[src/hw/rtl/ffd_pkg.sv]
package ffd_pkg;

  // Filter size and derived widths
  localparam int TAPS     = 64;
  localparam int RING_LEN = TAPS + 1;
  localparam int PTR_W    = $clog2(RING_LEN);
  localparam int TIDX_W   = (TAPS > 1) ? $clog2(TAPS) : 1;
  localparam int STEP_W   = $clog2(TAPS + 1);

  // Field formats
  localparam int OPC_W    = 2;
  localparam int SAMPLE_W = 16;
  localparam int FRAC_W   = 17;
  localparam int IDX_W    = 6;
  localparam int COEF_W   = 18;
  localparam int OUT_W    = 39;

  // Datapath widths: interpolated sample fits 32 bits signed
  localparam int MIX_W  = 32;
  localparam int PROD_W = COEF_W + MIX_W;
  localparam int ACC_W  = PROD_W + $clog2(TAPS) + 1;
  localparam int EXT_W  = (ACC_W > OUT_W + 16) ? ACC_W : OUT_W + 16;

  localparam logic [FRAC_W-1:0] FRAC_ONE = FRAC_W'(65536);

  typedef enum logic [OPC_W-1:0] {
    OP_WRITE_TAP   = 2'd0,
    OP_PUSH_FILTER = 2'd1,
    OP_PUSH        = 2'd2,
    OP_FILTER      = 2'd3
  } opcode_t;

  typedef enum logic [1:0] {
    ST_IDLE,
    ST_RUN,
    ST_FLUSH,
    ST_DONE
  } state_t;

  typedef struct packed {
    logic              ring_we;
    logic [PTR_W-1:0]  ring_waddr;
    logic              ring_re;
    logic [PTR_W-1:0]  ring_raddr;
    logic              tap_we;
    logic [TIDX_W-1:0] tap_waddr;
    logic              tap_re;
    logic [TIDX_W-1:0] tap_raddr;
  } mem_ctl_t;

  typedef struct packed {
    logic start;      // latch fraction for a new filter pass
    logic issue;      // sample read issued this cycle
    logic mix_en;     // this read completes a tap pair
    logic first_tap;  // pair belongs to tap 0
    logic load_out;   // move accumulator into result register
  } mac_ctl_t;

endpackage

[src/hw/rtl/ffd_tap_store.sv]
module ffd_tap_store (
  input  logic                              clk,
  input  logic                              rst,
  input  logic                              we,
  input  logic        [ffd_pkg::TIDX_W-1:0] waddr,
  input  logic signed [ffd_pkg::COEF_W-1:0] wdata,
  input  logic                              re,
  input  logic        [ffd_pkg::TIDX_W-1:0] raddr,
  output logic signed [ffd_pkg::COEF_W-1:0] rdata
);
  import ffd_pkg::*;

  logic signed [COEF_W-1:0] mem [TAPS];
  logic        [TAPS-1:0]   written;
  logic signed [COEF_W-1:0] rdata_q;
  logic                     rvld_q;

  always_ff @(posedge clk) begin
    if (we) begin
      mem[waddr] <= wdata;
    end
    if (re) begin
      rdata_q <= mem[raddr];
    end
  end

  always_ff @(posedge clk) begin
    if (rst) begin
      written <= '0;
      rvld_q  <= 1'b0;
    end else begin
      if (we) begin
        written[waddr] <= 1'b1;
      end
      if (re) begin
        rvld_q <= written[raddr];
      end
    end
  end

  assign rdata = rvld_q ? rdata_q : '0;

endmodule

[config.mk]
export PLATFORM = sky130hd
export DESIGN_NAME = ffd_tap_store
export DESIGN_NICKNAME = d
export VERILOG_FILES = /design/src/hw/rtl/ffd_pkg.sv /design/src/hw/rtl/ffd_tap_store.sv
export SDC_FILE = /design/constraint.sdc
export NUM_CORES = 1
export LEC_CHECK = 0
export BUFFER_PORTS_ARGS = -buffer_cell sky130_fd_sc_hd__buf_2
export CELL_PAD_IN_SITES_DETAIL_PLACEMENT = 1
export CELL_PAD_IN_SITES_GLOBAL_PLACEMENT = 2
export CORE_ASPECT_RATIO = 1.4
export CORE_MARGIN = 2
export CORE_UTILIZATION = 55
export CTS_CLUSTER_DIAMETER = 40
export DETAILED_ROUTE_END_ITERATION = 16
export MAX_ROUTING_LAYER = met4
export PLACE_DENSITY = 0.93
export SYNTH_ARGS = -nofsm -noshare
export SYNTH_HDL_FRONTEND = slang
export SYNTH_SLANG_ARGS = --single-unit
[constraint.sdc]
create_clock -name clk -period 7.2 [get_ports clk]
set_input_delay 1.44 -clock clk [delete_from_list [all_inputs] [get_ports clk]]
set_output_delay 1.44 -clock clk [all_outputs]
set_load 0.01 [all_outputs]
==> flow_summary.yaml <==
yosys:
  synth_seq_cells: 1235
  synth_top_family_by_area: "multiplexers"
  ys_warn_count: 0
  synth-xor-area-share_pct: 0
  syn_inst: 2041
  synth_simple_gate_area_share_pct: 2.33
  syn-cell-area_mm2: 0.0471
  syn-num-nets: 2075
  yosysTopAreaCell: "edfxtp_1"
  synthAdderAreaFrac_pct: 0
  yosysTopAreaCellShare_pct: 74.7
  synth_area_per_cell_um2: 23.1
  synth_compound_area_share_pct: 0.372
  synth_cell_types: 28
  muxShareOfSynthArea_pct: 18.8
  seq_area_frac_synth_pct: 77.4
  netlist_top_cells_area: "edfxtp_1, mux4_2, dfxtp_1"
clock_network:
  clkSinkCount: 1235
  post-cts-setup-buffers: 0
  cts_htree_levels: 3
  cts_resized: 0
  clk_latency_ns: 0.72
  clk_pin_slew_ns: 0.06
  cts-root-buf: "clkbuf_16"
  cts_tree: "yes"
  cts_hold_buffers: 0
  cts_buffers: 119
  clockBufferDepth: 3
routing:
  drc: 0
  routed_via_density: 7.01
  firstDrtPassIters: 6
  drt-total-wl_um: 135000
  drt_iter0_markers: 3575
  wl_per_cell_um: 40.1
  num_vias: 23518
  detail-route-antenna-nets: 0
pwr:
  p_per_area_mw_per_mm2: 284
  worst_ir_drop_vdd_mv: 0.208
  leakagePower_nw: 16.5
timing:
  maxSlewViolCount: 0
  min_period_ns: 4.22
  fin_ws_ns: 2.98
  skew_ns: 0.0285
  rsz0062_at_grt: "no"
  max_freq_mhz: 237
  max-slew-margin-rel_pct: 11.0
  worstMarginPinSlew_ns: 1.33
  setup_viol: 0
  post-route-period-util_pct: 58.6
  fin_setup_tns_ns: 0
  finalHoldViolations: 0
critical_path:
  cp.required_ns: 7.63
  cp-start-kind: "input port"
  r2r-start: "mem[30][12]"
  r2r_slack_ns: 4.66
  crit_fanout: 101
  cp-startpoint: "raddr[1]"
  crit_arrival_ns: 4.65
  reg2reg_to: "rdata_q[12]"
  rr_worst_depth: 4
  critPathKind: "input port to flop"
  end_kind: "flop"
  worstSetupEndpoint: "rdata_q[12]"
final_layout:
  fin_area_mm2: 0.0530
  layout-drive-gt1-share_pct: 33.8
  final_cells: 3357
  num-nets-final: 2197
  fillers: 6692
  syn_to_final_growth_pct: 12.7
global_routing:
  grt_overflow: 0
  grt_pass1_wl_um: 192000
  grt_pass1_vias: 25188
  grt_max_degree: 102
  antenna_found_initial: 10
  grt_usage_pct: 32.7
placement:
  dp.cells: 3130
  gp_congestion: 0.850
  dpl-instance-area_mm2: 0.0491
  pre_cts_slack_ns: 2.26
  io_buffers: 51
  place_hpwl_um: 70500
floorplan:
  boundaryPins: 52
  initial_core_util_pct: 55.7
  die-height_um: 350
  dieArea_mm2: 0.0879
  rows: 126
  chipWidth_um: 251
  core_area_mm2: 0.0845
outcome:
  outcome: "finished, final reports clean"
run:
  cap_viol_max_count: 0
min_path:
  min_from: "written[21]"
  hold_class: "flop to flop"
[cells in the final DEF (no fill, tap or decap), drive strengths merged]
cell type,count
nand2b,6
nor3,7
a22oi,2
mux2i,11
nor2b,7
and2,19
nand4,2
mux2,19
bufinv,11
nor2,185
edfxtp,1170
clkbuf,139
a31oi,2
dfxtp,65
or3,1
o21ba,4
nand2,20
o41ai,2
nand3,9
inv,18
nand3b,2
mux4,379
diode,9
buf,109
clkinvlp,13
nor4,2
clkinv,39
o21ai,13
o22ai,4
[stage by stage]
step | total power, W | hold slack [ns] | utilization (%)
2_1_floorplan | 0.00848 | 0.435 | -
3_3_place_gp | 0.00878 | 0.444 | 58.1
3_5_place_dp | 0.00882 | 0.464 | 58.1
4_1_cts | 0.0151 | 0.481 | 62.7
5_1_grt | 0.0153 | 0.502 | 62.8
6_report | 0.0150 | 0.475 | 62.8
[registers in the layout (all words and copies together), names as in the netlist]
name / cells
rdata_q: 18
written: 64
mem: 1152
rvld_q: 1
[worst max-delay path, cell delays in order]
cell and delay (ns):
buf_8 0.56, buf_12 0.38, buf_4 0.35, mux4_2 0.35
mux4_2 0.53, mux2i_1 0.73, o21ai_0 0.15
[layout make-up]
cell class,instances,area (um2),share of cell area [%]
multi-input cells,696,10500,19.8
diodes,9,22.5,0.0425
clock inverters,79,810,1.53
clock buffers,139,3120,5.89
repair buffers,109,795,1.50
well taps,1088,1360,2.57
inverters,2,7.51,0.0142
flip-flops and latches,1235,36400,68.7
[synthesized netlist by cell type]
library cell / n
dfxtp_1: 65
o22ai_1: 4
buf_4: 7
nand4_1: 2
edfxtp_1: 1170
o41ai_1: 2
o21ai_0: 13
and2_1: 19
o21ba_2: 4
nor2b_1: 7
or3_1: 1
mux2_2: 19
a31oi_1: 2
nand2_1: 20
mux4_2: 379
nor2_1: 185
a22oi_1: 2
buf_6: 1
buf_1: 10
clkbuf_1: 57
buf_2: 33
nand3b_1: 2
nor3_1: 7
nand3_1: 9
inv_1: 2
nand2b_1: 6
mux2i_1: 11
nor4_1: 2
[metal layers]
layer	vias up	wire (um)	global-route usage, %
li1	8843	-	-
met1	12459	45100	39.2
met2	1756	67500	52.2
met3	460	13300	6.69
met4	0	8880	18.7
met5	-	0	-
[power breakdown]
| group | internal, W | switching, W | total, W |
|---|---|---|---|
| sequential | 0.00792 | 0.0000326 | 0.00795 |
| combinational | 0.000282 | 0.000461 | 0.000743 |
| clock | 0.00353 | 0.00282 | 0.00635 |
[worst min-delay path by stage]
stage,end,slack (ns),depth (start not counted)
4_1_cts,written[21],0.48,2
5_1_grt,written[39],0.50,2
2_1_floorplan,written[12],0.43,2
6_report,written[21],0.48,2
3_3_place_gp,written[48],0.44,2
3_5_place_dp,written[12],0.46,2
[cell families (layout without fill, tap and decap cells)]
logic type	after synthesis	in the layout
DFF	1235	1235
other	0	9
and+or+nand+nor	260	260
muxes	409	409
buffers and inverters	110	329
AOI/OAI and AO/OA	27	27
(Power assumes the default switching activity.)
