**config.mk**
```make
export PLATFORM = sky130hd
export DESIGN_NAME = ffd_mac_unit
export DESIGN_NICKNAME = d
export VERILOG_FILES = /design/src/hw/rtl/ffd_pkg.sv /design/src/hw/rtl/ffd_mac_unit.sv
export SDC_FILE = /design/constraint.sdc
export NUM_CORES = 2
export LEC_CHECK = 0
export ABC_CLOCK_PERIOD_IN_PS = 10900
export BUFFER_PORTS_ARGS = -buffer_cell sky130_fd_sc_hd__buf_4
export CAP_MARGIN = 20
export CORE_ASPECT_RATIO = 1.75
export CORE_MARGIN = 2
export CORE_UTILIZATION = 67
export CTS_BUF_LIST = sky130_fd_sc_hd__clkbuf_2
export CTS_CLUSTER_SIZE = 10
export DETAILED_ROUTE_END_ITERATION = 12
export PLACE_DENSITY = 0.82
export REMOVE_ABC_BUFFERS = 1
export SYNTH_ARGS = -nofsm -noshare
export SYNTH_HDL_FRONTEND = slang
export SYNTH_SLANG_ARGS = --single-unit
```
**constraint.sdc**
```tcl
create_clock -name clk -period 10.9 [get_ports clk]
set_input_delay 2.18 -clock clk [delete_from_list [all_inputs] [get_ports clk]]
set_output_delay 2.18 -clock clk [all_outputs]
set_load 0.02 [all_outputs]
```
**src/hw/rtl/ffd_pkg.sv**
```systemverilog
package ffd_pkg;

  // Filter size and derived widths
  localparam int TAPS     = 64;
  localparam int RING_LEN = TAPS + 1;
  localparam int PTR_W    = $clog2(RING_LEN);
  localparam int TIDX_W   = (TAPS > 1) ? $clog2(TAPS) : 1;
  localparam int STEP_W   = $clog2(TAPS + 1);

  // Field formats
  localparam int OPC_W    = 2;
  localparam int SAMPLE_W = 16;
  localparam int FRAC_W   = 17;
  localparam int IDX_W    = 6;
  localparam int COEF_W   = 18;
  localparam int OUT_W    = 39;

  // Datapath widths: interpolated sample fits 32 bits signed
  localparam int MIX_W  = 32;
  localparam int PROD_W = COEF_W + MIX_W;
  localparam int ACC_W  = PROD_W + $clog2(TAPS) + 1;
  localparam int EXT_W  = (ACC_W > OUT_W + 16) ? ACC_W : OUT_W + 16;

  localparam logic [FRAC_W-1:0] FRAC_ONE = FRAC_W'(65536);

  typedef enum logic [OPC_W-1:0] {
    OP_WRITE_TAP   = 2'd0,
    OP_PUSH_FILTER = 2'd1,
    OP_PUSH        = 2'd2,
    OP_FILTER      = 2'd3
  } opcode_t;

  typedef enum logic [1:0] {
    ST_IDLE,
    ST_RUN,
    ST_FLUSH,
    ST_DONE
  } state_t;

  typedef struct packed {
    logic              ring_we;
    logic [PTR_W-1:0]  ring_waddr;
    logic              ring_re;
    logic [PTR_W-1:0]  ring_raddr;
    logic              tap_we;
    logic [TIDX_W-1:0] tap_waddr;
    logic              tap_re;
    logic [TIDX_W-1:0] tap_raddr;
  } mem_ctl_t;

  typedef struct packed {
    logic start;      // latch fraction for a new filter pass
    logic issue;      // sample read issued this cycle
    logic mix_en;     // this read completes a tap pair
    logic first_tap;  // pair belongs to tap 0
    logic load_out;   // move accumulator into result register
  } mac_ctl_t;

endpackage

```
**src/hw/rtl/ffd_mac_unit.sv**
```systemverilog
module ffd_mac_unit (
  input  logic                                clk,
  input  logic                                rst,
  input  ffd_pkg::mac_ctl_t                   ctl,
  input  logic        [ffd_pkg::FRAC_W-1:0]   frac_offset,
  input  logic signed [ffd_pkg::SAMPLE_W-1:0] sample_rd,
  input  logic signed [ffd_pkg::COEF_W-1:0]   tap_rd,
  output logic signed [ffd_pkg::OUT_W-1:0]    filtered
);
  import ffd_pkg::*;

  logic        [FRAC_W-1:0]   frac_q;
  logic                       p1_issue;
  logic                       p1_mix;
  logic                       p1_first;
  logic                       p2_v;
  logic                       p2_first;
  logic signed [SAMPLE_W-1:0] prev_q;
  logic signed [SAMPLE_W:0]   diff;
  logic signed [FRAC_W+SAMPLE_W+1:0] diff_prod;
  logic signed [MIX_W+3:0]    mix_wide;
  logic signed [MIX_W-1:0]    mix_q;
  logic signed [COEF_W-1:0]   tap_q;
  logic signed [PROD_W-1:0]   prod;
  logic signed [ACC_W-1:0]    acc;
  logic signed [EXT_W-1:0]    acc_ext;
  logic signed [OUT_W-1:0]    filtered_q;

  // s[a]*(1-f) + s[b]*f == s[a]*ONE + (s[b]-s[a])*f
  assign diff      = (SAMPLE_W+1)'(sample_rd) - (SAMPLE_W+1)'(prev_q);
  assign diff_prod = diff * $signed({1'b0, frac_q});
  assign mix_wide  = ((MIX_W+4)'(prev_q) <<< 16) + (MIX_W+4)'(diff_prod);
  assign prod      = tap_q * mix_q;
  assign acc_ext   = EXT_W'(acc);

  always_ff @(posedge clk) begin
    if (rst) begin
      p1_issue <= 1'b0;
      p1_mix   <= 1'b0;
      p1_first <= 1'b0;
      p2_v     <= 1'b0;
      p2_first <= 1'b0;
    end else begin
      p1_issue <= ctl.issue;
      p1_mix   <= ctl.mix_en;
      p1_first <= ctl.first_tap;
      p2_v     <= p1_mix;
      p2_first <= p1_first;
    end
  end

  always_ff @(posedge clk) begin
    if (ctl.start) begin
      frac_q <= (frac_offset > FRAC_ONE) ? FRAC_ONE : frac_offset;
    end
    if (p1_issue) begin
      prev_q <= sample_rd;
    end
    if (p1_mix) begin
      mix_q <= mix_wide[MIX_W-1:0];
      tap_q <= tap_rd;
    end
    if (p2_v) begin
      acc <= (p2_first ? ACC_W'(0) : acc) + ACC_W'(prod);
    end
    if (ctl.load_out) begin
      filtered_q <= acc_ext[16 +: OUT_W];  // arithmetic shift, floor
    end
  end

  assign filtered = filtered_q;

endmodule

```
==> flow_summary.toml <==
[setup_path]
worst_ep_required_time_ps = 11730
critical-path-top-cell-by-count = "sky130_fd_sc_hd__fa_1"
path_max_fanout = 9
ff_to_ff_end = "mix_q[31]$_DFFE_PP_"
path_class = "input pin to flip-flop"
worstSetupEndpointType = "flip-flop"
worst_path_max_delay_cell = "sky130_fd_sc_hd__a21oi_1"
critPathArrivalTime_ps = 9860
crit_start = "sample_rd[0]"
worst_path_largest_cell_delay_ps = 700
reg2reg_slack_ps = 2510
setup.worst_path.start_class = "input pin"
worstSetupEndpoint = "mix_q[31]$_DFFE_PP_"
worst-r2r-cell-count = 30
rr_startpoint = "prev_q[0]$_DFFE_PP_"

[finish]
layout_stage_area_growth_over_the_synthesis_result_pct = 4.48
fillCellCount = 4353
layout.nets = 5100
drive_above_1_share = 0.0541
postLayoutCellArea_sq_mm = 0.0401
utilization = 0.705

[cts]
cts.repair_timing.setup_buffer_count = 0
cts_buffers = 17
post_cts_hold_buffer_count = 0
clock_tree.root_cell = "sky130_fd_sc_hd__clkbuf_2"
tritoncts = "yes"
clk_pin_slew_worst_paths_ps = 320
cts_max_path_buffers = 2
clk_latency_ps = 1030
cts_repair_resize_count = 0
tritoncts_num_sinks = 182
cts_max_level = 4

[run]
cap_violations = 0

[sta]
final.setup_skew_ps = 43.3
final.period_utilization = 0.829
fin_tns_setup_ps = 0
grt_setup_unrepaired = "no"
slew-limit-headroom = 0.154
max_slew_violations = 0
worst_pin_slew_ps = 1270
fmaxAchievable_mhz = 111
layout_min_cycle_time_ps = 9030
final.setup.worst_slack_ps = 1870
fin_hold_viols = 0
report.final.setup_viol = 0

[grt]
globalRouteTotalUtil = 0.361
grt_pass1_vias = 31400
grt_pass1_wl_mm = 159
globalRouteOverflowTotal = 0
grt_start_max_net_pins = 46
antenna_found_initial = 5

[synth]
synth_area_per_cell_sq_um = 9.87
synth_largest_type_area_fraction = 0.451
yosysSeqAreaShare = 0.141
synth-edff-count = 177
fraction_of_registers_with_async_set_reset = 0
most_used_standard_cell_by_instance_count_after_synthesis = "sky130_fd_sc_hd__inv_1"
ys_top_cells_by_count = "sky130_fd_sc_hd__inv_1 (906), sky130_fd_sc_hd__fa_1 (866), sky130_fd_sc_hd__nand2_1 (590)"
synthesis_stage_register_bit_count = 182
synth_top_area_cell = "sky130_fd_sc_hd__fa_1"
synth.yosys.warnings = 0
syn_area_sq_mm = 0.0384
synth_cells = 3890
ys_dominant_reg_cell = "sky130_fd_sc_hd__edfxtp_1"
synthDistinctLibCells = 66
synth.top_cells.by_area = "sky130_fd_sc_hd__fa_1 (45%), sky130_fd_sc_hd__edfxtp_1 (14%), sky130_fd_sc_hd__ha_1 (9.4%)"

[floorplan]
number_of_rows_in_the_core_area = 116
die_height_um = 321
die_area_sq_mm = 0.0593
coreArea_sq_mm = 0.0569
fp.dieW_um = 185
floorplan.io_pins = 97
initial_core_util = 0.675

[placement]
hpwl_mm = 79.1
placement.cell_area_sq_mm = 0.0398
finalWeightedCongestion = 0.984
io_buffer_count = 96
detailedPlace.worstSlack_ps = 813

[drt]
dr.first_iter.drc_count = 1689
antenna_viol_nets_final = 0
totalWireLength_mm = 100
dr.pass1.iters = 5
route.detailed.drc = 0
wire_per_inst_um = 21.4
via_total_after_detailed_routing = 27500
ratio_of_routed_vias_to_standard_cells = 5.89

[run_status]
status = "complete, no violations"

[worst_hold_path]
worst_hold_startpoint = "p1_first$_SDFF_PP0_"
hold_path.class = "flip-flop to flip-flop"
[how the worst min path moves through the flow]
stage,to,depth (start not counted)
6_report,p2_first$_SDFF_PP0_,1
5_1_grt,p2_first$_SDFF_PP0_,1
4_1_cts,p2_first$_SDFF_PP0_,1
3_5_place_dp,filtered[32]$_DFFE_PP_,0
3_3_place_gp,filtered[26]$_DFFE_PP_,0
2_1_floorplan,p2_first$_SDFF_PP0_,1
[layout by cell type, fill, tap and decap left out, drive strengths merged, types with 3 or more instances in the layout]
| cell | Yosys | layout |
|---|---|---|
| o31ai | 4 | 4 |
| and3 | 7 | 7 |
| ha | 289 | 289 |
| or2 | 11 | 11 |
| dfxtp | 5 | 5 |
| nand4 | 11 | 11 |
| inv | 906 | 914 |
| a21oi | 74 | 74 |
| a41oi | 3 | 3 |
| a31oi | 9 | 9 |
| nor4 | 7 | 7 |
| nor2b | 113 | 113 |
| o21a | 12 | 12 |
| clkinv | 0 | 5 |
| nor2 | 63 | 63 |
| or3 | 8 | 8 |
| xor2 | 24 | 24 |
| nand2 | 590 | 590 |
| diode | 0 | 4 |
| o21bai | 20 | 20 |
| a21o | 28 | 28 |
| nand3 | 17 | 17 |
| and2 | 236 | 236 |
| nor3 | 19 | 19 |
| nand2b | 41 | 41 |
| buf | 1 | 140 |
| edfxtp | 177 | 177 |
| a211oi | 19 | 19 |
| o21ai | 65 | 65 |
| fa | 866 | 866 |
| clkbuf | 161 | 17 |
| xnor2 | 69 | 69 |
[per-layer routing]
metal	GRT usage	wire, um	part of all wire
met5	0	11	0.00011
met4	0.322	10600	0.11
met3	0.0731	7090	0.071
met2	0.631	53000	0.53
met1	0.356	29400	0.29
[final cells by class]
type	count	area [sq um]	share of cell area
multi-input combinational	2640	29000	0.723
sequential	182	5420	0.135
inverter	906	3400	0.0847
timing repair buffer	140	1050	0.0262
tap	767	960	0.0239
clock inverter	15	199	0.00496
clock buffer	17	85.1	0.00212
antenna	4	10.0	0.000249
[per-stage QoR]
step                      hold WS (ps)  cells
after global routing               428   4671
after floorplan                    414   3728
after CTS                          473   4667
after global placement             428   4635
final                              447   4671
after detailed placement           426   4635
[cell families (layout without fill, tap and decap cells)]
logic type / count (synthesis) / after routing / synth area share
XOR/XNOR: 94 / 94 / 0.0218
buffers and inverters: 1068 / 1078 / 0.104
adder cells (fa/ha/maj): 1155 / 1155 / 0.545
AND/OR/NAND/NOR: 1127 / 1127 / 0.141
flip-flops: 182 / 182 / 0.141
AO/OA/AOI/OAI: 260 / 260 / 0.0457
multiplexers: 4 / 4 / 0.00111
other: 0 / 4 / 0
[state kept, by name, summed over array words and instances (netlist names)]
name	count
mix_q	32
prev_q	16
p2_first	1
p2_v	1
tap_q	18
filtered	39
p1_mix	1
p1_issue	1
acc	55
p1_first	1
frac_q	17
[critical path, delay by kind of cell]
family,cells,cell delay [ps]
AOI/OAI and AO/OA,11,2330
adders and majority gates,9,3930
buffers and inverters,6,560
and+or+nand+nor,5,690
xor gates and xnor gates,1,140
Power is left out: the tool's default activity adds up to more than one toggle a clock period on the data nets, which glitch-free logic cannot reach.
