<file path="config.mk">
export PLATFORM = sky130hd
export DESIGN_NAME = ffd_sequencer
export DESIGN_NICKNAME = d
export VERILOG_FILES = /design/src/hw/rtl/ffd_pkg.sv /design/src/hw/rtl/ffd_sequencer.sv
export SDC_FILE = /design/constraint.sdc
export NUM_CORES = 1
export LEC_CHECK = 0
export BUFFER_PORTS_ARGS = -buffer_cell sky130_fd_sc_hd__buf_2
export CELL_PAD_IN_SITES_DETAIL_PLACEMENT = 0
export CELL_PAD_IN_SITES_GLOBAL_PLACEMENT = 1
export CORE_UTILIZATION = 35
export CTS_CLUSTER_SIZE = 8
export DETAILED_ROUTE_END_ITERATION = 8
export PLACE_DENSITY = 0.81
export SYNTH_ARGS = -nofsm -noshare
export SYNTH_HDL_FRONTEND = slang
export SYNTH_SLANG_ARGS = --single-unit
export TNS_END_PERCENT = 1
</file>
<file path="constraint.sdc">
create_clock -name clk -period 2.2 [get_ports clk]
set_input_delay 0.11 -clock clk [delete_from_list [all_inputs] [get_ports clk]]
set_output_delay 0.11 -clock clk [all_outputs]
set_load 0.03 [all_outputs]
</file>
<file path="src/hw/rtl/ffd_pkg.sv">
package ffd_pkg;

  // Filter size and derived widths
  localparam int TAPS     = 64;
  localparam int RING_LEN = TAPS + 1;
  localparam int PTR_W    = $clog2(RING_LEN);
  localparam int TIDX_W   = (TAPS > 1) ? $clog2(TAPS) : 1;
  localparam int STEP_W   = $clog2(TAPS + 1);

  // Field formats
  localparam int OPC_W    = 2;
  localparam int SAMPLE_W = 16;
  localparam int FRAC_W   = 17;
  localparam int IDX_W    = 6;
  localparam int COEF_W   = 18;
  localparam int OUT_W    = 39;

  // Datapath widths: interpolated sample fits 32 bits signed
  localparam int MIX_W  = 32;
  localparam int PROD_W = COEF_W + MIX_W;
  localparam int ACC_W  = PROD_W + $clog2(TAPS) + 1;
  localparam int EXT_W  = (ACC_W > OUT_W + 16) ? ACC_W : OUT_W + 16;

  localparam logic [FRAC_W-1:0] FRAC_ONE = FRAC_W'(65536);

  typedef enum logic [OPC_W-1:0] {
    OP_WRITE_TAP   = 2'd0,
    OP_PUSH_FILTER = 2'd1,
    OP_PUSH        = 2'd2,
    OP_FILTER      = 2'd3
  } opcode_t;

  typedef enum logic [1:0] {
    ST_IDLE,
    ST_RUN,
    ST_FLUSH,
    ST_DONE
  } state_t;

  typedef struct packed {
    logic              ring_we;
    logic [PTR_W-1:0]  ring_waddr;
    logic              ring_re;
    logic [PTR_W-1:0]  ring_raddr;
    logic              tap_we;
    logic [TIDX_W-1:0] tap_waddr;
    logic              tap_re;
    logic [TIDX_W-1:0] tap_raddr;
  } mem_ctl_t;

  typedef struct packed {
    logic start;      // latch fraction for a new filter pass
    logic issue;      // sample read issued this cycle
    logic mix_en;     // this read completes a tap pair
    logic first_tap;  // pair belongs to tap 0
    logic load_out;   // move accumulator into result register
  } mac_ctl_t;

endpackage

</file>
<file path="src/hw/rtl/ffd_sequencer.sv">
module ffd_sequencer (
  input  logic                         clk,
  input  logic                         rst,
  input  logic                         req_valid,
  output logic                         req_ready,
  input  logic [ffd_pkg::OPC_W-1:0]    opcode,
  input  logic [ffd_pkg::IDX_W-1:0]    tap_index,
  input  logic                         rsp_ready,
  output logic                         rsp_valid,
  output ffd_pkg::mem_ctl_t            mem_ctl,
  output ffd_pkg::mac_ctl_t            mac_ctl
);
  import ffd_pkg::*;

  state_t            state;
  state_t            state_next;
  logic [STEP_W-1:0] step;
  logic [STEP_W-1:0] step_m1;
  logic [PTR_W-1:0]  write_pos;
  logic [PTR_W-1:0]  wp_inc;
  logic [PTR_W-1:0]  rd_ptr;
  logic [PTR_W-1:0]  rd_inc;
  opcode_t           op;
  logic              accept;
  logic              is_push;
  logic              is_filt;
  logic              out_free;
  logic              last_step;

  assign op        = opcode_t'(opcode);
  assign accept    = req_valid && req_ready;
  assign is_push   = (op == OP_PUSH_FILTER) || (op == OP_PUSH);
  assign is_filt   = (op == OP_PUSH_FILTER) || (op == OP_FILTER);
  assign out_free  = !rsp_valid || rsp_ready;
  assign last_step = (step == STEP_W'(TAPS));
  assign step_m1   = step - STEP_W'(1);
  assign wp_inc    = (write_pos == PTR_W'(RING_LEN - 1)) ? '0 : write_pos + PTR_W'(1);
  assign rd_inc    = (rd_ptr == PTR_W'(RING_LEN - 1)) ? '0 : rd_ptr + PTR_W'(1);

  always_comb begin
    state_next = state;
    unique case (state)
      ST_IDLE: begin
        if (accept && is_filt) state_next = ST_RUN;
      end
      ST_RUN: begin
        if (last_step) state_next = ST_FLUSH;
      end
      ST_FLUSH: begin
        if (step == STEP_W'(1)) state_next = ST_DONE;
      end
      ST_DONE: begin
        if (out_free) state_next = ST_IDLE;
      end
      default: state_next = ST_IDLE;
    endcase
  end

  always_comb begin
    req_ready          = (state == ST_IDLE);
    mem_ctl.ring_we    = accept && is_push;
    mem_ctl.ring_waddr = write_pos;
    mem_ctl.ring_re    = (state == ST_RUN);
    mem_ctl.ring_raddr = rd_ptr;
    mem_ctl.tap_we     = accept && (op == OP_WRITE_TAP) && (32'(tap_index) < 32'(TAPS));
    mem_ctl.tap_waddr  = TIDX_W'(tap_index);
    mem_ctl.tap_re     = (state == ST_RUN) && (step != '0);
    mem_ctl.tap_raddr  = TIDX_W'(step_m1);
    mac_ctl.start      = accept && is_filt;
    mac_ctl.issue      = (state == ST_RUN);
    mac_ctl.mix_en     = (state == ST_RUN) && (step != '0);
    mac_ctl.first_tap  = (state == ST_RUN) && (step == STEP_W'(1));
    mac_ctl.load_out   = (state == ST_DONE) && out_free;
  end

  always_ff @(posedge clk) begin
    if (rst) begin
      state     <= ST_IDLE;
      step      <= '0;
      write_pos <= '0;
      rd_ptr    <= '0;
      rsp_valid <= 1'b0;
    end else begin
      state <= state_next;
      unique case (state)
        ST_RUN:   step <= last_step ? '0 : step + STEP_W'(1);
        ST_FLUSH: step <= step + STEP_W'(1);
        default:  step <= '0;
      endcase
      if (accept && is_push) begin
        write_pos <= wp_inc;
      end
      if (accept && is_filt) begin
        rd_ptr <= is_push ? wp_inc : write_pos;
      end else if (state == ST_RUN) begin
        rd_ptr <= rd_inc;
      end
      if (mac_ctl.load_out) begin
        rsp_valid <= 1'b1;
      end else if (rsp_ready) begin
        rsp_valid <= 1'b0;
      end
    end
  end

  a_wp_range: assert property (@(posedge clk) disable iff (rst)
    write_pos <= PTR_W'(RING_LEN - 1))
    else $error("write position out of ring");

  a_rd_range: assert property (@(posedge clk) disable iff (rst)
    rd_ptr <= PTR_W'(RING_LEN - 1))
    else $error("read pointer out of ring");

  a_no_clobber: assert property (@(posedge clk) disable iff (rst)
    mac_ctl.load_out |-> (!rsp_valid || rsp_ready))
    else $error("pending result overwritten");

  a_drained: assert property (@(posedge clk) disable iff (rst)
    mac_ctl.load_out |-> (!$past(mac_ctl.issue, 1) && !$past(mac_ctl.issue, 2)))
    else $error("result loaded before MAC pipeline drained");

  a_no_write_busy: assert property (@(posedge clk) disable iff (rst)
    (state != ST_IDLE) |-> (!mem_ctl.ring_we && !mem_ctl.tap_we))
    else $error("store written during filter pass");

endmodule

</file>
==> impl_metrics.yaml <==
yosys:
  synth_edf_count: 0
  yosysUniqueCellTypes: 34
  synthCells: 194
  synth_area_leader_cell: "dfxtp_1"
  synth_area_per_cell_um2: 8.09
  synthFlopType: "dfxtp_1"
  synth_top_area_share: 0.306
  ys_ff_latch: 24
  yosys_warnings: 0
  synthTopCellsByArea: "dfxtp_1 (31%), ha_1 (13%), nor2_1 (5.5%)"
  ys_async_sr_fraction: 0
  yosysSeqAreaShare: 0.306
  syn-num-nets: 222
  syn_area_um2: 1570
layout:
  mostFrequentLayoutCell: "buf_2"
  synthToLayoutAreaGrowth_pct: 16.4
  final_nets: 253
  final_cells: 274
  stdcell_area_um2: 1830
  final_layout_size_suffix_gt1_frac: 0.214
  fin_util: 0.441
  num_antenna_cells: 0
  layout_common_cells: "buf_2 (36), dfxtp_1 (24), nor2_1 (23), inv_1 (16), ha_1 (16)"
grt:
  grt_max_degree: 19
  grt-ovfl-total: 0
  antenna_found_initial: 0
  grt_usage: 0.161
  grt_pass1_vias: 1271
  grt_pass1_wl_mm: 5.75
die:
  io_pins: 49
  die_w_um: 69.0
  die_h_um: 69.0
  dieArea_um2: 4750
  rows: 23
  initial_utilization: 0.379
  core_um2: 4140
worst_setup_path:
  r2r_start: "step[3]"
  cp_max_fo: 7
  worstSetupPathType: "flip-flop to flip-flop"
  arrival_ns: 2.17
  r2r_slack_ns: 0.19
  end_kind: "flip-flop"
  worstRegToRegCells: 5
  critPathLaunchType: "flip-flop"
  r2r-end: "state[1]"
  required_ns: 2.36
clock_tree:
  root_buffer: "clkbuf_8"
  cts_htree_levels: 1
  cts_tree: "yes"
  path_clk_slew_ns: 0.09
  postCtsResizedCells: 0
  clk_path_buf_depth: 2
  insertion_delay_ns: 0.26
  hold_buffers: 0
  cts_sinks: 24
  cts_made_buffers: 3
  cts_setup_buffers: 0
sta:
  worst_pin_slew_ns: 0.352
  fin_crit_ns: 2.01
  setup_slack_ns: 0.191
  hold_viol: 0
  max_freq_mhz: 498
  finClkSkew_ns: 0.00655
  setup_viol: 0
  finalSetupTns_ns: 0
  timing.hold.ws_ns: 0.143
  rsz0062_at_grt: "no"
  relSlewSlack: 0.765
  maxSlewViolCount: 0
  period_share: 0.913
routing:
  first_pass_iters: 4
  wl_mm: 3.41
  via_count: 1358
  remaining_drc_errors: 0
  via_per_inst: 4.96
  wl_per_cell_um: 12.4
  drtAntennaViolNets: 0
  initialDrtViolationCount: 38
flow_run:
  drv_cap: 0
power:
  swShare: 0.403
  p_seq_frac: 0.340
  p_switching_uw: 639
  p_comb_frac: 0.417
  power.total_mw: 1.59
  ir_drop_mv: 0.377
  clockPowerShare: 0.243
  intPower_uw: 947
  p_leak_nw: 0.811
  power_density_nw_per_um2: 868
run_status:
  status: "completed"
placed_design:
  numPortBuffers: 36
  post_dp_cell_area_um2: 1760
  dp_cells: 270
  dp_hpwl_mm: 2.58
  gp_congestion: 0.772
  place_ws_ns: 0.193
min_path:
  hp-class: "input pin to flip-flop"
  min-delay-start: "rsp_ready"
  whs_endpoint: "rsp_valid"
  min_path_cells: 4
## power groups by stage
| stage | clock, mW | combinational (mW) | sequential [mW] |
|---|---|---|---|
| after detailed placement | 0 | 0.665 | 0.551 |
| after global routing | 0.422 | 0.736 | 0.548 |
| after CTS | 0.399 | 0.667 | 0.539 |
| after floorplan | 0 | 0.443 | 0.608 |
| final | 0.386 | 0.661 | 0.539 |
| after global placement | 0 | 0.653 | 0.547 |
## state kept, by name (all words and copies together) (netlist names)
name,flops
rd_ptr,7
rsp_valid,1
state,2
step,7
write_pos,7
## kinds of logic (layout without fill, tap and decap cells)
group | Yosys count | in the layout | share of synthesized area
simple gates | 74 | 74 | 0.237
compound gates | 31 | 31 | 0.128
buf+inv | 31 | 61 | 0.0981
flops | 24 | 24 | 0.306
fa+ha+maj | 16 | 16 | 0.128
xor+xnor | 16 | 16 | 0.0893
mux | 2 | 2 | 0.0136
## Yosys cell counts, types with 2 or more instances
library cell and count:
and3_1 4, o211ai_1 2, xnor2_1 8, nor2b_1 4
nor2_1 23, a21oi_1 10, nand2_1 12, ha_1 16
a211oi_1 7, nor3_1 5, o211a_1 2, a31oi_1 2
buf_4 8, dfxtp_1 24, nand4_1 6, and3_2 2
nand3_1 7, or3_1 3, o21ai_0 4, inv_1 16
clkbuf_1 6, xor2_1 8, nor4_1 4
## area by class of cell
type	count	area, um^2
fillers	439	2320
multi-input cells	139	935
flip-flops and latches	24	480
repair buffers	41	218
well taps	50	62.6
inverters	16	60.1
clock buffers	3	41.3
clock inverters	1	30.0
## critical path, cell delays in order, from the launching register on
cell and delay (ns):
dfxtp_1 0.38, or4_4 0.51, o21a_1 0.21, a221o_1 0.27, a21oi_1 0.19, mux2_1 0.34
## per-layer routing
metal  vias to the layer above  share of wire  track usage  wire length [um]
li1                        717              -            -                 -
met1                       609           0.50        0.214              1700
met2                        30           0.44        0.261              1510
met3                         2          0.052       0.0313               177
met4                         0         0.0082       0.0510                28
met5                         -              0            0                 0
## worst max-delay path by stage
stage / start / endpoint / slack [ns] / cells after the start
final: step[3] / state[1] / 0.19 / 5
after floorplan: state[0] / state[1] / 0.19 / 6
after detailed placement: step[3] / state[1] / 0.19 / 5
after CTS: step[3] / state[1] / 0.18 / 5
after global placement: step[3] / state[1] / 0.23 / 5
after global routing: step[3] / state[1] / 0.08 / 5
(Power assumes the default switching activity.)
