File: src/hw/rtl/ffd_pkg.sv
package ffd_pkg;

  // Filter size and derived widths
  localparam int TAPS     = 64;
  localparam int RING_LEN = TAPS + 1;
  localparam int PTR_W    = $clog2(RING_LEN);
  localparam int TIDX_W   = (TAPS > 1) ? $clog2(TAPS) : 1;
  localparam int STEP_W   = $clog2(TAPS + 1);

  // Field formats
  localparam int OPC_W    = 2;
  localparam int SAMPLE_W = 16;
  localparam int FRAC_W   = 17;
  localparam int IDX_W    = 6;
  localparam int COEF_W   = 18;
  localparam int OUT_W    = 39;

  // Datapath widths: interpolated sample fits 32 bits signed
  localparam int MIX_W  = 32;
  localparam int PROD_W = COEF_W + MIX_W;
  localparam int ACC_W  = PROD_W + $clog2(TAPS) + 1;
  localparam int EXT_W  = (ACC_W > OUT_W + 16) ? ACC_W : OUT_W + 16;

  localparam logic [FRAC_W-1:0] FRAC_ONE = FRAC_W'(65536);

  typedef enum logic [OPC_W-1:0] {
    OP_WRITE_TAP   = 2'd0,
    OP_PUSH_FILTER = 2'd1,
    OP_PUSH        = 2'd2,
    OP_FILTER      = 2'd3
  } opcode_t;

  typedef enum logic [1:0] {
    ST_IDLE,
    ST_RUN,
    ST_FLUSH,
    ST_DONE
  } state_t;

  typedef struct packed {
    logic              ring_we;
    logic [PTR_W-1:0]  ring_waddr;
    logic              ring_re;
    logic [PTR_W-1:0]  ring_raddr;
    logic              tap_we;
    logic [TIDX_W-1:0] tap_waddr;
    logic              tap_re;
    logic [TIDX_W-1:0] tap_raddr;
  } mem_ctl_t;

  typedef struct packed {
    logic start;      // latch fraction for a new filter pass
    logic issue;      // sample read issued this cycle
    logic mix_en;     // this read completes a tap pair
    logic first_tap;  // pair belongs to tap 0
    logic load_out;   // move accumulator into result register
  } mac_ctl_t;

endpackage

File: src/hw/rtl/ffd_sample_ring.sv
module ffd_sample_ring (
  input  logic                                clk,
  input  logic                                rst,
  input  logic                                we,
  input  logic        [ffd_pkg::PTR_W-1:0]    waddr,
  input  logic signed [ffd_pkg::SAMPLE_W-1:0] wdata,
  input  logic                                re,
  input  logic        [ffd_pkg::PTR_W-1:0]    raddr,
  output logic signed [ffd_pkg::SAMPLE_W-1:0] rdata
);
  import ffd_pkg::*;

  logic signed [SAMPLE_W-1:0] mem [RING_LEN];
  logic        [RING_LEN-1:0] written;
  logic signed [SAMPLE_W-1:0] rdata_q;
  logic                       rvld_q;

  always_ff @(posedge clk) begin
    if (we) begin
      mem[waddr] <= wdata;
    end
    if (re) begin
      rdata_q <= mem[raddr];
    end
  end

  // never-written entries read as zero
  always_ff @(posedge clk) begin
    if (rst) begin
      written <= '0;
      rvld_q  <= 1'b0;
    end else begin
      if (we) begin
        written[waddr] <= 1'b1;
      end
      if (re) begin
        rvld_q <= written[raddr];
      end
    end
  end

  assign rdata = rvld_q ? rdata_q : '0;

endmodule

File: config.mk
export PLATFORM = sky130hd
export DESIGN_NAME = ffd_sample_ring
export DESIGN_NICKNAME = d
export VERILOG_FILES = /design/src/hw/rtl/ffd_pkg.sv /design/src/hw/rtl/ffd_sample_ring.sv
export SDC_FILE = /design/constraint.sdc
export NUM_CORES = 1
export LEC_CHECK = 0
export BUFFER_PORTS_ARGS = -buffer_cell sky130_fd_sc_hd__buf_2
export CAP_MARGIN = 20
export CORE_ASPECT_RATIO = 0.6
export CORE_MARGIN = 2
export CORE_UTILIZATION = 35
export CTS_BUF_LIST = sky130_fd_sc_hd__clkbuf_8
export CTS_CLUSTER_DIAMETER = 200
export CTS_CLUSTER_SIZE = 25
export DETAILED_ROUTE_END_ITERATION = 10
export GPL_TIMING_DRIVEN = 0
export MAX_ROUTING_LAYER = met4
export PLACE_DENSITY = 0.59
export SLEW_MARGIN = 40
export SYNTH_ARGS = -nofsm -noshare
export SYNTH_HDL_FRONTEND = slang
export SYNTH_SLANG_ARGS = --single-unit
File: constraint.sdc
create_clock -name clk -period 2.1 [get_ports clk]
set_clock_uncertainty 0.05 [all_clocks]
set_input_delay 0.105 -clock clk [delete_from_list [all_inputs] [get_ports clk]]
set_output_delay 0.105 -clock clk [all_outputs]
set_load 0.005 [all_outputs]
==> results of run 1 <==
## cells by family after synthesis
kind of cell,after synthesis,share of synthesized area [%]
AO/OA/AOI/OAI,160,2.50
buffers and inverters,120,1.53
flip-flops,1122,76.3
multiplexers,387,16.1
AND/OR/NAND/NOR,345,3.49
## worst min-delay path by stage
| stage | slack, ns | depth (start not counted) | end |
|---|---|---|---|
| 6_report | 0.03 | 5 | written[28] |
| 5_1_grt | 0.007 | 5 | written[24] |
| 4_1_cts | 0.0007 | 4 | rdata_q[5] |
| 3_5_place_dp | 0.40 | 2 | written[58] |
| 3_3_place_gp | 0.39 | 2 | written[61] |
| 2_1_floorplan | 0.15 | 0 | mem[0][0] |
## cells in the mapped netlist (13+ instances only)
cell	number
buf_6	13
a211oi_1	37
clkbuf_1	48
and2_1	16
o22ai_1	38
mux4_2	247
a21oi_1	30
dfxtp_1	66
nor2_1	233
edfxtp_1	1056
buf_4	17
o21ai_0	18
nand2_1	26
buf_2	31
mux2i_1	129
nor2b_1	28
## worst register-to-register path: cells and delay by family (launching register included)
kind               cells  cell delay (ns)
muxes                  1             0.51
and+or+nand+nor        1             0.16
AOI/OAI and AO/OA      4             1.03
DFF                    1             0.39
## power by group
group          total, W  leakage, nW  switching, W  internal [W]
Combinational   0.00291         4.85       0.00192      0.000982
Clock           0.00888        0.590       0.00656       0.00232
Sequential       0.0246         10.0     0.0000285        0.0245
## layout make-up
type,instances,area (sq um)
diodes,5,12.5
clock inverters,43,174
flip-flops and latches,1122,33000
plain buffers,114,779
repair buffers,151,2250
inverters,5,18.8
well taps,1616,2020
fillers,10600,72500
multi-input cells,892,10700
clock buffers,51,702
## routing by layer
layer / GRT usage (%) / vias to the layer above
met5: - / -
met4: 3.39 / 0
met3: 8.45 / 128
met2: 25.9 / 1155
met1: 30.3 / 12100
li1: - / 9041
## state kept, by name, indices dropped and copies added (netlist names)
| name | flops |
|---|---|
| mem | 1040 |
| rdata_q | 16 |
| rvld_q | 1 |
| written | 65 |
## repair_timing
item,4_1_cts,5_1_grt
gates resized for setup,123,38
cloned,0,0
hold buffers,27,1
setup buffers,0,6
pin swaps,32,22
hold endpoints to repair,1103,1
endpoints found under the setup margin,29,100
## metrics by stage
step / total power (W) / hold WS [ns] / setup slack (ns) / setup TNS (ns)
global placement: 0.0275 / 0.394 / -1.94 / -1110.69
floorplan: 0.0263 / 0.154 / -0.224 / -51.89
finish: 0.0363 / 0.0346 / -0.278 / -3.26
CTS: 0.0364 / 0.000714 / -0.235 / -2.98
detailed placement: 0.0277 / 0.403 / -1.71 / -163.04
global route: 0.0374 / 0.00746 / -0.368 / -4.22
## placed cells by master (no fill, tap or decap), types with 6 or more instances in the layout
cell,instances
buf_6,30
clkbuf_2,24
nor2b_1,25
and2_1,15
o21ai_0,6
o22ai_1,36
a21oi_2,8
clkbuf_8,51
a211oi_2,19
mux2i_1,129
o21ai_2,8
dfxtp_1,64
nand3_1,8
a211oi_1,9
buf_4,41
mux4_2,247
nand2_1,26
buf_16,42
dlygate4sd3_1,28
nor2_4,65
buf_2,42
a211oi_4,10
clkbuf_1,22
or2_2,8
nor2_1,166
inv_1,45
edfxtp_1,1056
mux2_2,11
buf_8,24
a21oi_1,17
buf_12,7
==> run_results.csv, run 1 <==
group,metric,value,unit
run_status,status,"finished with violations",
run_status,violations,"negative setup slack",
route,drt-vias-per-instance,5.60,
global_routing,grt.total_usage,20.3,%
route,wl_met2,50100,um
route,drtIter0Drc,3665,
timing,rsz0062_at_grt,"yes",
route,drt-total-wl,127000,um
critical_path,worstPathRequired,2.57,ns
placed_design,dp_hpwl,87600,um
critical_path,max_stage_delay,0.51,ns
pwr,p_leak,15.5,nW
yosys,yosys_warnings,0,
timing,period_share,113,%
layout,fin_nets,2370,
route,wl_met3,18100,um
yosys,yosysSeqAreaShare,76.3,%
placed_design,numPortBuffers,43,
yosys,syn_avg_cell_area,20.3,sq um
timing,max_freq,0.420,GHz
route,drt-met1-wl,56700,um
yosys,synth_nets,2168,
yosys,synth_area_leaders,"edfxtp_1 73%, mux4_2 13%, dfxtp_1 3.1%",
clock_tree,tritoncts,"yes",
clock_tree,clock_sinks,1122,
pwr,powerDensity,732,nW/um^2
global_routing,grt_pass1_wl,173000,um
global_routing,antenna_found_initial,9,
global_routing,grt_pass1_vias,21600,
timing,period_minus_slack,2.38,ns
worst_hold_path,hp-class,"in2reg",
critical_path,crit_type,"reg2reg",
timing,maxSlewHeadroom,35.0,%
yosys,yosysTopAreaCell,"edfxtp_1",
critical_path,r2r_end,"rdata_q[8]",
die,ioPinCount,50,
timing,finalSetupViolCount,29,
critical_path,end_kind,"flip-flop",
die,fp.dieW,458,um
route,top_layer_used,"met4",
timing,hold_violations,0,
worst_hold_path,holdCritStartpoint,"waddr[3]",
clock_tree,clkTransAtPathRegs,0.16,ns
route,drtAntennaViolNets,0,
critical_path,r2r-start,"mem[6][8]",
critical_path,worstPathCellList,"mux4_2 > nor2b_4 > a211oi_4 > a211oi_2 > a211oi_2 > o21ai_2",
clock_tree,clockBufferDepth,3,
placed_design,gp_congestion,0.982,
pwr,ir_drop,530,uV
die,die_height,276,um
critical_path,cp.arrival,2.85,ns
critical_path,path_delay_family,"compound AO/OA/AOI/OAI gates",
clock_tree,htree_levels,2,
flow_run,max_cap_viol_count,0,
layout,instances_no_fill,3999,
yosys,ys_ff_latch,1122,
die,start_util,35.4,%
critical_path,cp_common_cell,"a211oi_2",
yosys,synth_edf_count,1056,
die,die_area,127000,sq um
yosys,yosysTopAreaCellShare,73.3,%
yosys,synth_area,43300,sq um
timing,tightest_slew,0.975,ns
yosys,async_flop_share,0,%
placed_design,place_inst,3865,
critical_path,start_kind,"flip-flop",
timing,setup_ws,-0.278,ns
critical_path,cp_max_fo,1,
layout,synthToLayoutAreaGrowth,14.8,%
placed_design,place_area,47700,sq um
global_routing,grt_start_max_net_pins,66,
global_routing,globalRouteOverflowTotal,0,
critical_path,path_depth,6,
critical_path,r2r_setup_slack,-0.28,ns
route,drtPass1Iterations,5,
die,core-area,122000,sq um
critical_path,endpoint,"rdata_q[8]",
clock_tree,cts_made_buffers,50,
critical_path,startpoint,"mem[6][8]",
route,num_vias,22400,
layout,fin_area,49700,sq um
route,drc,0,
critical_path,cp_num_buf_inv,0,
yosys,ys_types,42,
layout,drive_above_1_share,28.9,%
clock_tree,cts_root_buf,"clkbuf_8",
timing,slew_viol_final,0,
critical_path,reg2reg_depth,6,
yosys,synth_cells,2134,
clock_tree,insertion_delay,0.81,ns
layout,fin_util,40.7,%
die,num_rows,99,
critical_path,slowest_stage,"mux4_2",
yosys,ys.flop_type,"edfxtp_1",
route,routedWlPerCell,31.7,um
Power figures use the tool's default switching activity.
==> run 2: changes to the inputs <==
Settings changed: HOLD_SLACK_MARGIN set to 0.02, PLACE_DENSITY 0.59 to not set.
==> run 2 against run 1 <==
Against the previous run:
- the flow still finishes with violations (negative setup slack)
- die area unchanged
- clock-buffer cell count up 2
- sequential power about the same
- clock power about the same
- via count up 1.1%
- wire length down 0.32%
- maximum frequency down 6.0%
- critical endpoint is now rdata_q[4]
==> run_results.csv, run 2 (same netlist as run 1, synthesis figures left out) <==
group,metric,value,unit
flow_run,max_cap_viol_count,0,
route,drt-vias-per-instance,5.68,
layout,drive_above_1_share,28.0,%
route,drtIter0Drc,3558,
die,die_area,127000,sq um
pwr,power_frac_seq,67.7,%
layout,fin_util,40.3,%
layout,regMostFlops,"mem",
clock_tree,cts_made_buffers,50,
clock_tree,htree_levels,2,
timing,period_minus_slack,2.53,ns
critical_path,r2r-start,"mem[6][4]",
placed_design,numPortBuffers,43,
critical_path,start_kind,"input port",
timing,max_freq,0.395,GHz
route,drtPass1Iterations,6,
die,start_util,35.4,%
critical_path,r2r_end,"rdata_q[4]",
timing,fin_setup_tns,-4.01,ns
pwr,powerDensity,737,nW/um^2
layout,largest_reg_flops,1040,
route,num_vias,22600,
layout,synthToLayoutAreaGrowth,13.8,%
clock_tree,cts_setup_buffers,0,
route,routedWlPerCell,31.8,um
placed_design,pre_cts_ws,-1.88,ns
layout,layout_common_cells,"1056 x edfxtp_1, 247 x mux4_2, 167 x nor2_1",
critical_path,worstPathRequired,2.57,ns
global_routing,globalRouteOverflowTotal,0,
clock_tree,cts_root_buf,"clkbuf_8",
die,fp.dieW,458,um
clock_tree,clock_sinks,1122,
die,ioPinCount,50,
placed_design,dp_hpwl,87600,um
layout,mostFrequentLayoutCell,"edfxtp_1",
clock_tree,clockBufferDepth,3,
pwr,p_sw,0.00840,W
critical_path,cp_max_fo,10,
critical_path,endpoint,"rdata_q[4]",
timing,period_share,120,%
global_routing,grt_pass1_wl,175000,um
die,core-area,122000,sq um
global_routing,grt_pass1_vias,21800,
route,drc,0,
worst_hold_path,hp-class,"in2reg",
pwr,power_frac_clock,24.5,%
pwr,internal_power,0.0279,W
layout,fin_area,49200,sq um
placed_design,gp_congestion,1.02,
timing,slew_viol_final,0,
global_routing,grt_start_max_net_pins,66,
timing,rsz0062_at_grt,"yes",
die,die_height,276,um
run_status,violations,"negative setup slack",
timing,setup_ws,-0.430,ns
critical_path,cp.arrival,3.00,ns
critical_path,r2r_setup_slack,-0.40,ns
timing,maxSlewHeadroom,40.2,%
critical_path,reg2reg_depth,6,
layout,reg_top3,"mem x1040, written x65, rdata_q x16",
placed_design,place_area,47600,sq um
pwr,p_sw_share,23.2,%
critical_path,crit_type,"in2reg",
global_routing,grt.total_usage,20.3,%
pwr,p_leak,15.3,nW
worst_hold_path,hold_depth,3,
route,drt-total-wl,127000,um
critical_path,end_kind,"flip-flop",
timing,tightest_slew,0.897,ns
critical_path,startpoint,"raddr[2]",
pwr,ir_drop,568,uV
timing,finalSetupViolCount,16,
timing,hold_violations,0,
clock_tree,clkTransAtPathRegs,0.18,ns
route,drtAntennaViolNets,0,
clock_tree,tritoncts,"yes",
die,num_rows,99,
layout,fin_nets,2355,
global_routing,antenna_found_initial,15,
clock_tree,insertion_delay,0.79,ns
run_status,status,"finished with violations",
pwr,p_comb_share,7.8,%
-- run 2: cell count changes in the layout (fill, tap and decap cells not counted), moves of 8 or more --
cell,previous run,this run
mux2i_1,129,116
buf_8,24,32
clkbuf_2,24,13
buf_16,42,34
clkbuf_1,22,33
mux2i_2,0,9
-- run 2: layer usage --
layer | wire [um] | vias to the layer above | global-route usage [%]
met4 | 2300 | 0 | 3.60
met2 | 51200 | 1289 | 26.4
li1 | - | 9017 | -
met3 | 16000 | 150 | 6.82
met5 | 0 | - | -
met1 | 57100 | 12200 | 30.6
-- run 2: timing repair --
item | CTS | global route
resized for setup | 95 | 29
endpoints found under the setup margin | 29 | 17
endpoints found under the hold margin | 1100 | 0
hold buffers | 23 | 0
pin swaps | 26 | 12
-- run 2: area by class of cell --
cell class	instances	area [sq um]
antenna	5	12.5
clock buffer	53	729
tap	1616	2020
multi-input combinational	892	10600
clock inverter	41	155
buffer	115	752
fill	10700	72900
timing repair buffer	135	1940
inverter	5	18.8
sequential	1122	33000
-- run 2: worst min path at each step --
| stage | slack [ns] | endpoint | start |
|---|---|---|---|
| finish | 0.05 | mem[58][14] | waddr[3] |
| global route | 0.03 | mem[58][9] | waddr[3] |
| CTS | 0.03 | mem[34][10] | waddr[1] |
| detailed placement | 0.40 | written[64] | written[64] |
| global placement | 0.39 | written[53] | written[53] |
| floorplan | 0.15 | mem[0][0] | wdata[0] |
-- run 2: per-stage QoR --
stage	total power (W)	std cells	hold WS, ns
after global placement	0.0275	3793	0.393
after floorplan	0.0263	2134	0.154
after CTS	0.0363	3978	0.0256
after detailed placement	0.0277	3861	0.405
final	0.0363	3984	0.0481
after global routing	0.0373	3982	0.0265
-- run 2: power groups by stage --
stage | Sequential [W] | Combinational [W] | Clock, W
after detailed placement | 0.0251 | 0.00259 | 0
after global routing | 0.0246 | 0.00293 | 0.00979
after CTS | 0.0246 | 0.00274 | 0.00902
after floorplan | 0.0251 | 0.00124 | 0
final | 0.0246 | 0.00283 | 0.00887
after global placement | 0.0251 | 0.00243 | 0
-- run 2: critical path, stage by stage --
cell     delay [ns]
buf_2          0.22
buf_2          0.36
buf_4          0.39
buf_4          0.37
buf_6          0.28
mux2i_2        0.49
a21oi_1        0.22
a21oi_2        0.32
o21ai_1        0.16
